$ cat config.mk
export PLATFORM = sky130hd
export DESIGN_NAME = counting_semaphore_waiter_list
export DESIGN_NICKNAME = d
export VERILOG_FILES = /design/src/design/csw_pkg.sv /design/src/design/csw_ctrl.sv /design/src/design/csw_dp.sv /design/src/design/counting_semaphore_waiter_list.sv
export SDC_FILE = /design/constraint.sdc
export NUM_CORES = 1
export LEC_CHECK = 0
export BUFFER_PORTS_ARGS = -buffer_cell sky130_fd_sc_hd__buf_2
export CAP_MARGIN = 20
export CORE_ASPECT_RATIO = 2
export CORE_MARGIN = 4
export CORE_UTILIZATION = 54
export CTS_CLUSTER_DIAMETER = 200
export CTS_CLUSTER_SIZE = 8
export DETAILED_ROUTE_END_ITERATION = 8
export PLACE_DENSITY = 0.76
export SLEW_MARGIN = 20
export SYNTH_ARGS = -nofsm -noshare
export SYNTH_HDL_FRONTEND = slang
export SYNTH_HIERARCHICAL = 1
export SYNTH_SLANG_ARGS = --single-unit
export TNS_END_PERCENT = 50
$ cat constraint.sdc
create_clock -name clk_i -period 3.4 [get_ports clk_i]
set_input_delay 0.51 -clock clk_i [delete_from_list [all_inputs] [get_ports clk_i]]
set_output_delay 0.51 -clock clk_i [all_outputs]
set_load 0.005 [all_outputs]
$ cat src/design/csw_pkg.sv
package csw_pkg;

  localparam int MAX_WAITERS = 16;
  localparam int MAX_THREADS = 64;

  localparam int TID_W   = 6;
  localparam int PICK_W  = 16;
  localparam int COUNT_W = 16;
  localparam int IDX_W   = $clog2(MAX_WAITERS);
  localparam int CNT_W   = $clog2(MAX_WAITERS + 1);
  localparam int DIV_W   = IDX_W + 1;
  localparam int STEP_W  = $clog2(PICK_W);

  localparam logic [STEP_W-1:0] STEP_LAST = STEP_W'(PICK_W - 1);
  localparam logic [CNT_W-1:0]  WAIT_FULL = CNT_W'(MAX_WAITERS);

  localparam logic signed [COUNT_W-1:0] COUNT_MIN = {1'b1, {(COUNT_W-1){1'b0}}};
  localparam logic signed [COUNT_W-1:0] COUNT_MAX = {1'b0, {(COUNT_W-1){1'b1}}};

  localparam logic OP_WAIT   = 1'b0;
  localparam logic OP_SIGNAL = 1'b1;

  typedef struct packed {
    logic accept;
    logic exec;
    logic mod_step;
    logic rd_sel;
    logic get_sel;
    logic rd_next;
    logic wr_shift;
    logic finish_wake;
    logic load_out;
  } csw_cmd_t;

  typedef struct packed {
    logic is_signal;
    logic has_waiters;
    logic mod_last;
    logic shift_more;
    logic out_free;
  } csw_sts_t;

endpackage

$ cat src/design/csw_ctrl.sv
module csw_ctrl import csw_pkg::*; (
  input  logic     clk_i,
  input  logic     rst_ni,
  input  logic     in_valid_i,
  output logic     in_ready_o,
  input  csw_sts_t sts_i,
  output csw_cmd_t cmd_o
);

  localparam logic [2:0] S_IDLE  = 3'd0;
  localparam logic [2:0] S_EXEC  = 3'd1;
  localparam logic [2:0] S_MOD   = 3'd2;
  localparam logic [2:0] S_RDSEL = 3'd3;
  localparam logic [2:0] S_GET   = 3'd4;
  localparam logic [2:0] S_SHRD  = 3'd5;
  localparam logic [2:0] S_SHWR  = 3'd6;
  localparam logic [2:0] S_FIN   = 3'd7;

  logic [2:0] state_q, state_d;

  always_ff @(posedge clk_i or negedge rst_ni) begin
    if (!rst_ni) begin
      state_q <= S_IDLE;
    end else begin
      state_q <= state_d;
    end
  end

  assign in_ready_o = (state_q == S_IDLE);

  always_comb begin
    state_d = state_q;
    cmd_o   = '0;
    unique case (state_q)
      S_IDLE: begin
        if (in_valid_i) begin
          cmd_o.accept = 1'b1;
          state_d      = S_EXEC;
        end
      end
      S_EXEC: begin
        cmd_o.exec = 1'b1;
        if (sts_i.is_signal && sts_i.has_waiters) begin
          state_d = S_MOD;
        end else begin
          state_d = S_FIN;
        end
      end
      S_MOD: begin
        cmd_o.mod_step = 1'b1;
        if (sts_i.mod_last) begin
          state_d = S_RDSEL;
        end
      end
      S_RDSEL: begin
        cmd_o.rd_sel = 1'b1;
        state_d      = S_GET;
      end
      S_GET: begin
        cmd_o.get_sel = 1'b1;
        state_d       = S_SHRD;
      end
      S_SHRD: begin
        if (sts_i.shift_more) begin
          cmd_o.rd_next = 1'b1;
          state_d       = S_SHWR;
        end else begin
          cmd_o.finish_wake = 1'b1;
          state_d           = S_FIN;
        end
      end
      S_SHWR: begin
        cmd_o.wr_shift = 1'b1;
        state_d        = S_SHRD;
      end
      S_FIN: begin
        if (sts_i.out_free) begin
          cmd_o.load_out = 1'b1;
          state_d        = S_IDLE;
        end
      end
      default: state_d = S_IDLE;
    endcase
  end

endmodule

$ cat src/design/csw_dp.sv
module csw_dp import csw_pkg::*; (
  input  logic                      clk_i,
  input  logic                      rst_ni,
  input  logic                      cfg_we_i,
  input  logic signed [COUNT_W-1:0] cfg_wdata_i,
  input  logic                      opcode_i,
  input  logic [TID_W-1:0]          thread_id_i,
  input  logic [PICK_W-1:0]         pick_i,
  input  csw_cmd_t                  cmd_i,
  output csw_sts_t                  sts_o,
  output logic                      out_valid_o,
  input  logic                      out_ready_i,
  output logic                      blocked_o,
  output logic                      woken_valid_o,
  output logic [TID_W-1:0]          woken_id_o,
  output logic signed [COUNT_W-1:0] count_after_o,
  output logic [CNT_W-1:0]          waiters_after_o,
  output logic                      error_o
);

  logic                      op_q;
  logic [TID_W-1:0]          tid_q;
  logic [PICK_W-1:0]         pick_q;
  logic signed [COUNT_W-1:0] count_q, count_d;
  logic [CNT_W-1:0]          total_q, total_d;
  logic [IDX_W-1:0]          rem_q;
  logic [STEP_W-1:0]         step_q;
  logic [IDX_W-1:0]          idx_q;
  logic                      res_blocked_q, res_wv_q, res_err_q;
  logic [TID_W-1:0]          res_wid_q;
  logic                      out_valid_q;
  logic                      out_blocked_q, out_wv_q, out_err_q;
  logic [TID_W-1:0]          out_wid_q;
  logic signed [COUNT_W-1:0] out_count_q;
  logic [CNT_W-1:0]          out_total_q;

  logic [TID_W-1:0] mem [MAX_WAITERS];
  logic [TID_W-1:0] rd_data_q;
  logic [IDX_W-1:0] rd_addr;
  logic [IDX_W-1:0] wr_addr;
  logic [TID_W-1:0] wr_data;
  logic             wr_en;

  logic             tid_bad;
  logic             wait_err, wait_blk, sig_err;
  logic [DIV_W-1:0] div_t;
  logic             div_ge;
  logic [IDX_W-1:0] rem_next;
  logic [CNT_W-1:0] idx_next;

  // wait and signal decisions
  assign tid_bad = int'(tid_q) >= MAX_THREADS;

  always_comb begin
    wait_err = 1'b0;
    wait_blk = 1'b0;
    sig_err  = 1'b0;
    if (op_q == OP_WAIT) begin
      if (tid_bad || count_q == COUNT_MIN) begin
        wait_err = 1'b1;
      end else if (count_q <= $signed({COUNT_W{1'b0}})) begin
        if (total_q >= WAIT_FULL) begin
          wait_err = 1'b1;
        end else begin
          wait_blk = 1'b1;
        end
      end
    end else begin
      sig_err = (count_q == COUNT_MAX);
    end
  end

  always_comb begin
    count_d = count_q;
    total_d = total_q;
    if (cfg_we_i) begin
      count_d = cfg_wdata_i;
      total_d = '0;
    end else if (cmd_i.exec) begin
      if (op_q == OP_WAIT) begin
        if (!wait_err) begin
          count_d = count_q - 1'b1;
        end
        if (wait_blk) begin
          total_d = total_q + 1'b1;
        end
      end else if (!sig_err) begin
        count_d = count_q + 1'b1;
      end
    end else if (cmd_i.finish_wake) begin
      total_d = total_q - 1'b1;
    end
  end

  always_ff @(posedge clk_i or negedge rst_ni) begin
    if (!rst_ni) begin
      count_q <= '0;
      total_q <= '0;
    end else begin
      count_q <= count_d;
      total_q <= total_d;
    end
  end

  // restoring remainder, one pick bit per step
  assign div_t    = {rem_q, pick_q[PICK_W-1]};
  assign div_ge   = div_t >= DIV_W'(total_q);
  assign rem_next = div_ge ? IDX_W'(div_t - DIV_W'(total_q)) : IDX_W'(div_t);
  assign idx_next = CNT_W'(idx_q) + 1'b1;

  always_ff @(posedge clk_i) begin
    if (cmd_i.accept) begin
      op_q   <= opcode_i;
      tid_q  <= thread_id_i;
      pick_q <= pick_i;
    end else if (cmd_i.mod_step) begin
      pick_q <= {pick_q[PICK_W-2:0], 1'b0};
    end
    if (cmd_i.exec) begin
      rem_q  <= '0;
      step_q <= '0;
    end else if (cmd_i.mod_step) begin
      rem_q  <= rem_next;
      step_q <= step_q + 1'b1;
    end
    if (cmd_i.get_sel) begin
      idx_q <= rem_q;
    end else if (cmd_i.wr_shift) begin
      idx_q <= IDX_W'(idx_next);
    end
  end

  // result of the current item
  always_ff @(posedge clk_i) begin
    if (cmd_i.exec) begin
      res_blocked_q <= wait_blk;
      res_err_q     <= (op_q == OP_WAIT) ? wait_err : sig_err;
      res_wv_q      <= 1'b0;
      res_wid_q     <= '0;
    end else begin
      if (cmd_i.get_sel) begin
        res_wid_q <= rd_data_q;
      end
      if (cmd_i.finish_wake) begin
        res_wv_q <= 1'b1;
      end
    end
  end

  // waiter list storage
  assign rd_addr = cmd_i.rd_sel  ? rem_q :
                   cmd_i.rd_next ? IDX_W'(idx_next) : idx_q;
  assign wr_en   = (cmd_i.exec && wait_blk) || cmd_i.wr_shift;
  assign wr_addr = cmd_i.wr_shift ? idx_q : IDX_W'(total_q);
  assign wr_data = cmd_i.wr_shift ? rd_data_q : tid_q;

  always_ff @(posedge clk_i) begin
    if (wr_en) begin
      mem[wr_addr] <= wr_data;
    end
    rd_data_q <= mem[rd_addr];
  end

  // output register
  always_ff @(posedge clk_i or negedge rst_ni) begin
    if (!rst_ni) begin
      out_valid_q <= 1'b0;
    end else if (cmd_i.load_out) begin
      out_valid_q <= 1'b1;
    end else if (out_ready_i) begin
      out_valid_q <= 1'b0;
    end
  end

  always_ff @(posedge clk_i) begin
    if (cmd_i.load_out) begin
      out_blocked_q <= res_blocked_q;
      out_wv_q      <= res_wv_q;
      out_wid_q     <= res_wid_q;
      out_err_q     <= res_err_q;
      out_count_q   <= count_q;
      out_total_q   <= total_q;
    end
  end

  assign sts_o.is_signal   = (op_q == OP_SIGNAL);
  assign sts_o.has_waiters = (total_q != '0);
  assign sts_o.mod_last    = (step_q == STEP_LAST);
  assign sts_o.shift_more  = (idx_next < total_q);
  assign sts_o.out_free    = !out_valid_q || out_ready_i;

  assign out_valid_o     = out_valid_q;
  assign blocked_o       = out_blocked_q;
  assign woken_valid_o   = out_wv_q;
  assign woken_id_o      = out_wid_q;
  assign count_after_o   = out_count_q;
  assign waiters_after_o = out_total_q;
  assign error_o         = out_err_q;

endmodule

$ cat src/design/counting_semaphore_waiter_list.sv
// channel   direction  handshake               payload
// in        input      in_valid_i / in_ready_o  opcode_i, thread_id_i, pick_i
// out       output     out_valid_o / out_ready_i blocked_o, woken_valid_o, woken_id_o,
//                                               count_after_o, waiters_after_o, error_o
// cfg       input      cfg_we_i                cfg_wdata_i (initial_count)
//
// one item at a time; a wait or a signal with no waiters goes from exec straight to the result
// a signal with waiters first works out pick_i mod the waiter count bit-serially, one pick bit per step,
// then reads the chosen entry and moves each later list entry down by one, with a read and a write for each
// reset and cfg writes load the count and empty the list
// a finished result waits in the output register; the next transfer in is taken meanwhile
module counting_semaphore_waiter_list import csw_pkg::*; (
  input  logic                      clk_i,
  input  logic                      rst_ni,
  input  logic                      cfg_we_i,
  input  logic signed [COUNT_W-1:0] cfg_wdata_i,
  input  logic                      in_valid_i,
  output logic                      in_ready_o,
  input  logic                      opcode_i,
  input  logic [TID_W-1:0]          thread_id_i,
  input  logic [PICK_W-1:0]         pick_i,
  output logic                      out_valid_o,
  input  logic                      out_ready_i,
  output logic                      blocked_o,
  output logic                      woken_valid_o,
  output logic [TID_W-1:0]          woken_id_o,
  output logic signed [COUNT_W-1:0] count_after_o,
  output logic [CNT_W-1:0]          waiters_after_o,
  output logic                      error_o
);

  csw_cmd_t cmd;
  csw_sts_t sts;

  csw_ctrl u_ctrl (
    .clk_i      (clk_i),
    .rst_ni     (rst_ni),
    .in_valid_i (in_valid_i),
    .in_ready_o (in_ready_o),
    .sts_i      (sts),
    .cmd_o      (cmd)
  );

  csw_dp u_dp (
    .clk_i           (clk_i),
    .rst_ni          (rst_ni),
    .cfg_we_i        (cfg_we_i),
    .cfg_wdata_i     (cfg_wdata_i),
    .opcode_i        (opcode_i),
    .thread_id_i     (thread_id_i),
    .pick_i          (pick_i),
    .cmd_i           (cmd),
    .sts_o           (sts),
    .out_valid_o     (out_valid_o),
    .out_ready_i     (out_ready_i),
    .blocked_o       (blocked_o),
    .woken_valid_o   (woken_valid_o),
    .woken_id_o      (woken_id_o),
    .count_after_o   (count_after_o),
    .waiters_after_o (waiters_after_o),
    .error_o         (error_o)
  );

  a_waiters_bound: assert property (@(posedge clk_i) disable iff (!rst_ni)
    out_valid_o |-> (waiters_after_o <= WAIT_FULL))
    else $error("waiter count above list size");

  a_block_xor_wake: assert property (@(posedge clk_i) disable iff (!rst_ni)
    out_valid_o |-> !(blocked_o && woken_valid_o))
    else $error("item both blocked and woke a waiter");

  a_block_no_err: assert property (@(posedge clk_i) disable iff (!rst_ni)
    (out_valid_o && blocked_o) |-> (!error_o && count_after_o < 0))
    else $error("blocked result with error or non-negative count");

  a_wake_id_zero: assert property (@(posedge clk_i) disable iff (!rst_ni)
    (out_valid_o && !woken_valid_o) |-> (woken_id_o == '0))
    else $error("woken id set without a wake");

endmodule

# Word-level counts from Yosys, hierarchy flattened
# Memories as Yosys holds them, arrays and structs flattened. A register that Yosys moved wholly into a read port is not among the register bits.
# Index checks and enable logic that the tools add are counted.
dict set report op_classes {
  add_sub_neg 7
  magnitude_cmp 4
  eq_ne 17
  mux 52
  n_reduce_logical 16
}
# cell count
set op_table {}
lappend op_table {{$mux 16} 7}
lappend op_table {{$eq 16x16->1 const B} 2}
lappend op_table {{$mux 1} 28}
lappend op_table {{$mux 5} 5}
lappend op_table {{$mux 4} 6}
lappend op_table {{$pmux 3 s7} 1}
lappend op_table {{$add 16x1->16 const B} 1}
lappend op_table {{$le 16x1->1 const B} 1}
lappend op_table {{$sub 16x1->16 const B} 1}
lappend op_table {{$eq 3x3->1 const B} 4}
lappend op_table {{$mux 3} 4}
lappend op_table {{$ne 3x3->1 const B} 3}
lappend op_table {{$reduce_and 3->1} 3}
lappend op_table {{$reduce_bool 2->1} 4}
lappend op_table {{$eq 3x2->1 const B} 2}
lappend op_table {{$mux 6} 1}
lappend op_table {{$ne 2x2->1 const B} 3}
lappend op_table {{$add 4x1->5 const B} 1}
lappend op_table {{$add 5x1->5 const B} 1}
lappend op_table {{$ge 5x5->1} 1}
lappend op_table {{$ge 5x5->1 const B} 1}
lappend op_table {{$lt 5x5->1} 1}
lappend op_table {{$reduce_bool 5->1} 1}
lappend op_table {{$sub 5x1->5 const B} 1}
lappend op_table {{11 further kinds} 13}
dict set report totals {
  regBits 99
  ram_bits 96
  input_bits 44
  output_inout_bits 32
  elab_cells 117
  memories 1
}
# memory words width read_ports rd_clocked_by_memory_dff write_ports line_no
set mem_list {}
lappend mem_list {u_dp.mem 16 6 1 1 1 csw_dp.sv:37} ;# logic [TID_W-1:0] mem [MAX_WAITERS];

# Logic depth before layout (Yosys ltp)
# Gate-level depths: netlist (run 1).
dict set report logic_depth {
  word_depth 9
  depth_mapped 16
  ltp_nobuf 15
}

# Cells and area by module
# The synthesis (run 1) kept the hierarchy.
# module instances cells_each area_per_inst_um2 seq_area_each_um2
set modules_own_cells {}
lappend modules_own_cells {csw_dp 1 635 9002.4 5625.4}
lappend modules_own_cells {csw_ctrl 1 29 250.2 75.1}

# Least setup slack after synthesis (run 1)
# No wires, ideal clock.
dict set report synth_path {
  kind {reg-to-reg}
  from {register u_dp.idx_q[1]}
  to {register u_dp.rd_data_q[1], read port of u_dp.mem}
  setup_time_ns 0.131
  arrival_time_ns 3.442
  required_time_ns 3.269
  slack_ns -0.173
  stages_incl_launch_ff 17
  path_buffers 1
  synth_period_minus_slack_ns 3.573
  path_cell_list {edfxtp_1 ha_1 xor2_1 ha_1 nor2b_1 o21ai_0 nand2b_1 a21oi_1 and3_2 mux2i_1 nor2_1 a21oi_1 clkbuf_1 mux4_2 mux2_2 nand2_1 o21ai_0}
}
# element line_no
set synth_lines {}
lappend synth_lines {{start: declaration} csw_dp.sv:28} ;# logic [IDX_W-1:0] idx_q;
lappend synth_lines {{start signal: assignment} csw_dp.sv:127} ;# idx_q <= rem_q;
lappend synth_lines {{start signal: assignment} csw_dp.sv:129} ;# idx_q <= IDX_W'(idx_next);
lappend synth_lines {{end: declaration} csw_dp.sv:38} ;# logic [TID_W-1:0] rd_data_q;

==> impl_metrics.toml, run 1 <==
[placed_design]
gp_congestion = 0.896
dp_hpwl_um = 16800
io_buffers = 75
dp_slack_ps = -40.8

[setup_path]
crit_family = "multiplexers"
startpoint_type = "flop"
path_class = "reg -> reg"
crit_chain = "ha_4 > xor2_2 > ha_1 > nor2b_1 > o21ai_1 > nand2b_1 > a21oi_2 > and3_4 > xnor2_2 > nor2_2 > a21oi_4 > buf_12 > mux4_2 > mux2_4 > nand2_2 > o21ai_1"
path_common_cell = "o21ai_1"
critPathCaptureType = "flop"
worst-path-buf-inv = 1
worstPathArrival_ps = 3800
slowest_stage = "mux4_2"
crit_fanout = 8
worstPathRequired_ps = 3810
cpPeakStageDelay_ps = 530

[yosys]
async_reset_ff_share_pct = 12.4
synth_area_leaders = "edfxtp_1 (50%), dfrtp_1 (6.8%), mux4_2 (5.8%)"
syn_nets = 739
synth-main-ff-cell = "edfxtp_1"
muxShareOfSynthArea_pct = 12.2
ys_seq_elements = 201
synth_top_area_cell = "edfxtp_1"
avgSynthCellArea_sq_um = 13.9
ys_seq_area_share_pct = 61.6
synth-simple-area-share_pct = 9.18
syn_inst = 664
synth_top_family_by_area = "multiplexers"
synth_compound_area_share_pct = 7.99
syn_area_sq_mm = 0.00925
yosysWarnings = 6
synth.lib_cells_used.distinct = 72
synth_xor_area_share_pct = 1.99
yosysTopAreaCellShare_pct = 50.3
synth-adder-area-share_pct = 4.56
synth_edf_count = 155

[power_and_ir_drop]
cellPowerDensity_mw_per_mm2 = 959
ir_drop_mv = 0.652
leakagePower_nw = 4.21
total_power_mw = 10.6

[global_routing]
grt_max_degree = 42
grt_pass1_wl_um = 34900
grt_usage_pct = 23.9
grt_pass1_vias = 6415
grt.overflow.total = 0
antenna_found_initial = 0

[sta]
holdWs_ps = 1.17
slew_violations = 0
relSlewSlack_pct = 38.7
finalSetupViolCount = 0
hold_violations = 0
setup_slack_ps = 14.3
max_freq_mhz = 295
fin_crit_ps = 3390
fin_tns_setup_ps = 0
fin_crit_sh_pct = 99.6
clock_skew_ps = 26.2
worstMarginPinSlew_ps = 916
rsz0062_at_grt = "true"

[cells_and_area]
final_core_util_pct = 65.7
area_delta_synth_final_pct = 19.1
antenna_cells = 0
layout.nets = 855
drive_gt1_share_pct = 28.2

[routing]
drt-vias-per-instance = 6.12
drt_first_pass_iters = 7
wl_per_cell_um = 23.0
drcViolationCount = 0
via_count = 6173
routed_wl_um = 23200
first_iter_violations = 345
postRouteAntennaNets = 0

[run]
drv_cap = 0

[die]
die_area_sq_mm = 0.0194
row_count = 67
die_h_um = 193
start_util_pct = 55.2
core-area_sq_mm = 0.0168
io_pins = 76
dieWidth_um = 101

[clocking]
cts.sinks = 201
clkLatencyLatePin_ps = 530
cts_tree = "yes"
path_clk_slew_ps = 60
root_buffer = "clkbuf_16"
cts_buffer_depth = 3
htree_levels = 1
ctsHoldBuffers = 0
cts_buffers = 29
post_cts_buffers = 0

[worst_hold_path]
min_path_type = "in -> async"

[outcome]
status = "finished clean"
[metrics by stage]
| stage | area, sq um | std cells |
|---|---|---|
| after floorplan | 9280 | 664 |
| after global placement | 10100 | 954 |
| after detailed placement | 10100 | 954 |
| after CTS | 11000 | 1008 |
| after global routing | 11000 | 1009 |
| final | 11000 | 1009 |
[synthesized netlist by cell type, types with 8 or more instances]
master	number
mux4_2	24
a21oi_1	30
nor3_1	16
nor2b_1	8
nand2_1	30
a21o_1	11
mux2i_1	25
nand4_1	11
xnor2_1	12
mux2_2	30
xor2_1	9
ha_1	28
edfxtp_1	155
inv_1	24
clkbuf_1	15
nor2_1	53
dfxtp_1	21
dfrtp_1	25
o21ai_0	23
[area by class of cell]
type | count | area [sq um]
Clock buffer | 51 | 808
Clock inverter | 2 | 17.5
Fill cell | 1231 | 5750
Inverter | 25 | 93.8
Multi-Input combinational cell | 410 | 3420
Sequential cell | 201 | 5700
Tap cell | 207 | 259
Timing Repair Buffer | 113 | 724
[sequential cells by signal (all words and copies together), names as in the netlist, 3 cells and up]
signal	count
u_dp/woken_id_o	6
u_dp/waiters_after_o	5
u_ctrl/state_q	3
u_dp/step_q	4
u_dp/pick_q	16
u_dp/count_after_o	16
u_dp/tid_q	6
u_dp/idx_q	4
u_dp/rd_data_q	6
u_dp/count_q	16
u_dp/res_wid_q	6
u_dp/rem_q	4
u_dp/mem	96
u_dp/total_q	5
[routing by layer]
metal	track usage (%)	routed length, um	vias up
met3	2.84	967	85
met1	22.2	7000	3054
met5	0	0	-
met4	11.6	1390	0
met2	49.1	13800	257
li1	-	-	2777
[cells in the final DEF (no fill, tap or decap), drive strengths merged, types with 26 or more instances in the layout]
cell type / n
nand2: 30
a21oi: 31
edfxtp: 155
nor2: 53
inv: 26
clkbuf: 53
ha: 28
buf: 111
mux2: 30
o21ai: 26
[worst register-to-register path: cells and delay by family (launching register included)]
kind	cells	cell delay [ps]
multiplexers	2	860
AND/OR/NAND/NOR	5	560
AO/OA/AOI/OAI	4	520
adder cells (fa/ha/maj)	2	470
flip-flops	1	430
XOR/XNOR	2	260
buffers and inverters	1	180
[final timing paths]
kind	start	endpoint	slack (ps)	cells past startpoint
max reg2reg	u_dp/idx_q[0]	u_dp/rd_data_q[0]	10	16
min	rst_ni	u_dp/total_q[1]	1	1
max in group asynchronous	rst_ni	u_dp/count_q[9]	2980	1
min in group clk_i	opcode_i	u_dp/op_q	160	1
min reg2reg	u_dp/res_blocked_q	u_dp/blocked_o	420	0
max	u_dp/idx_q[0]	u_dp/rd_data_q[0]	10	16
[where the power goes]
part | internal, mW | switching, mW | total (mW)
logic | 2.17 | 2.25 | 4.42
clock network | 1.59 | 0.980 | 2.57
registers | 3.28 | 0.310 | 3.59
[logic make-up (layout without fill, tap and decap cells)]
family,Yosys count,in the layout
compound gates,113,113
xor+xnor,21,21
fa+ha+maj,32,32
buf+inv,53,191
flops,201,201
mux,79,79
simple gates,165,165
[timing repair]
action,4_1_cts,5_1_grt
gates resized for setup,9,10
cloned,1,1
endpoints found under the setup margin,6,6
endpoints found under the hold margin,0,0
pin swaps,2,3
Power figures use the tool's default switching activity.
==> run 2, diff against run 1 <==
--- a/config.mk
+++ b/config.mk
@@ -7,13 +7,15 @@
 export LEC_CHECK = 0
 export BUFFER_PORTS_ARGS = -buffer_cell sky130_fd_sc_hd__buf_2
 export CAP_MARGIN = 20
+export CELL_PAD_IN_SITES_DETAIL_PLACEMENT = 1
+export CELL_PAD_IN_SITES_GLOBAL_PLACEMENT = 1
 export CORE_ASPECT_RATIO = 2
 export CORE_MARGIN = 4
-export CORE_UTILIZATION = 54
+export CORE_UTILIZATION = 45
 export CTS_CLUSTER_DIAMETER = 200
 export CTS_CLUSTER_SIZE = 8
 export DETAILED_ROUTE_END_ITERATION = 8
-export PLACE_DENSITY = 0.76
+export PLACE_DENSITY_LB_ADDON = 0.1
 export SLEW_MARGIN = 20
 export SYNTH_ARGS = -nofsm -noshare
 export SYNTH_HDL_FRONTEND = slang
==> run 2 against run 1 <==
The flow now finishes with violations (negative setup slack); register-to-register slack lost 250 ps; routed wire length grew 15%; critical path depth grew 2; power grew 4.1%; combinational power grew 7.0%; first-iteration DRC count shrank 19%; maximum frequency shrank 6.8%; core utilization shrank 11 points; sequential power is essentially flat; final area grew 2.0%; sequential share of layout area shrank 1.0 points; non-clock buffer count grew 7; largest power group unchanged.
==> impl_metrics.toml, run 2 (synthesis gave the netlist of run 1 again) <==
[clocking]
cts_buffers = 29
root_buffer = "clkbuf_16"
ctsHoldBuffers = 0
htree_levels = 1
cts_buffer_depth = 3
path_clk_slew_ps = 50
cts.sinks = 201
cts_tree = "yes"
clkLatencyLatePin_ps = 550

[die]
dieWidth_um = 109
io_pins = 76
row_count = 74
die_area_sq_mm = 0.0231
die_h_um = 211
core-area_sq_mm = 0.0204
start_util_pct = 45.4

[sta]
fin_crit_sh_pct = 107
max_freq_mhz = 275
holdWs_ps = 9.57
slew_violations = 0
relSlewSlack_pct = 41.7
clock_skew_ps = 12.6
fin_crit_ps = 3630
setup_slack_ps = -233
hold_violations = 0
worstMarginPinSlew_ps = 875
finalSetupViolCount = 6
rsz0062_at_grt = "true"

[global_routing]
grt_pass1_wl_um = 40000
antenna_found_initial = 0
grt_pass1_vias = 6884
grt_max_degree = 42
grt.overflow.total = 0
grt_usage_pct = 23.6

[power_and_ir_drop]
cellPowerDensity_mw_per_mm2 = 978
leakagePower_nw = 4.28
total_power_mw = 11.0
ir_drop_mv = 0.506

[placed_design]
io_buffers = 75
dp_hpwl_um = 19500
gp_congestion = 0.891
dp_slack_ps = -195

[setup_path]
worst_r2r_endpoint = "u_dp/rd_data_q[2]"
rrSetupSlack_ps = -230
critPathCaptureType = "flop"
startpoint_type = "flop"
path_class = "reg -> reg"
reg2regPathDepth = 18
r2r_start = "u_dp/idx_q[1]"
worstPathRequired_ps = 3840
crit_start = "u_dp/idx_q[1]"
worstPathArrival_ps = 4070
crit_fanout = 6

[routing]
drt_first_pass_iters = 4
first_iter_violations = 280
drcViolationCount = 0
drt-vias-per-instance = 5.70
postRouteAntennaNets = 0
wl_per_cell_um = 24.7
via_count = 6133
routed_wl_um = 26600

[cells_and_area]
most-common-layout-cells = "edfxtp_1 (155), buf_2 (75), nor2_1 (52), buf_4 (38), clkbuf_16 (29)"
final_common_cell = "edfxtp_1"
drive_gt1_share_pct = 29.4
largest_register_ffs = 96
antenna_cells = 0
layout.nets = 862
final_core_util_pct = 55.2
top_register = "u_dp/mem"
area_delta_synth_final_pct = 21.5

[outcome]
status = "finished with violations"
violations = "negative setup slack"

[run]
drv_cap = 0

[worst_hold_path]
min_path_type = "in -> async"
## run 2: cell count changes in the layout (fill, tap and decap cells not counted), moves of 2 or more
| cell | delta |
|---|---|
| o21ai_2 | +2 |
| buf_12 | +2 |
| mux2i_1 | -2 |
| o21ai_0 | -2 |
| bufbuf_16 | +2 |
| clkbuf_16 | -2 |
| buf_4 | +5 |
## run 2: layout make-up
| class | instances | area [sq um] |
|---|---|---|
| Fill cell | 2045 | 9120 |
| Sequential cell | 201 | 5700 |
| Multi-Input combinational cell | 410 | 3460 |
| Timing Repair Buffer | 120 | 817 |
| Clock buffer | 52 | 812 |
| Tap cell | 266 | 333 |
| Inverter | 25 | 93.8 |
| Clock inverter | 2 | 28.8 |
## run 2: timing repair
action	4_1_cts	5_1_grt
pin swaps	2	7
endpoints found under the setup margin	6	6
buffers inserted	4	1
resized for setup	10	16
gates cloned	2	0
## run 2: routing by layer
metal / global-route usage [%] / share of wire (%)
met2: 46.5 / 59
met3: 3.36 / 3.0
met4: 14.4 / 6.9
met1: 21.6 / 31
met5: 0 / 0
## run 2: how the worst max path moves through the flow
stage	endpoint	cells after the start	slack [ps]
after floorplan	u_dp/rd_data_q[1]	16	7
after global placement	u_dp/rd_data_q[5]	16	60
after detailed placement	u_dp/rd_data_q[5]	17	-200
after CTS	u_dp/rd_data_q[2]	18	-110
after global routing	u_dp/rd_data_q[2]	18	-340
final	u_dp/rd_data_q[2]	18	-230
## run 2: where the power goes
group	internal, mW	switching, mW	leakage, nW
clock	1.60	1.05	0.398
combinational	2.38	2.35	1.99
sequential	3.28	0.345	1.89
total	7.26	3.74	4.28
## run 2: per-stage QoR
step                setup TNS (ps)  cell area (sq um)  cells
floorplan                        0               9280    664
global placement                 0              10200   1015
detailed placement            -828              10200   1015
CTS                           -578              11200   1075
global route                 -1910              11200   1076
finish                       -1340              11200   1076
## run 2: critical path: stages (launching register included)
cell      delay (ps)
edfxtp_1         430
ha_4             210
xor2_4           150
ha_1             310
nor2b_4          140
o21ai_2          170
nand2b_1         110
a21oi_2          160
and3_4           220
buf_6            110
mux2i_4          220
nor2_2            70
a21oi_2          170
buf_4            160
buf_12           120
mux4_2           340
mux2_4           300
nand2_2           70
o21ai_2           50
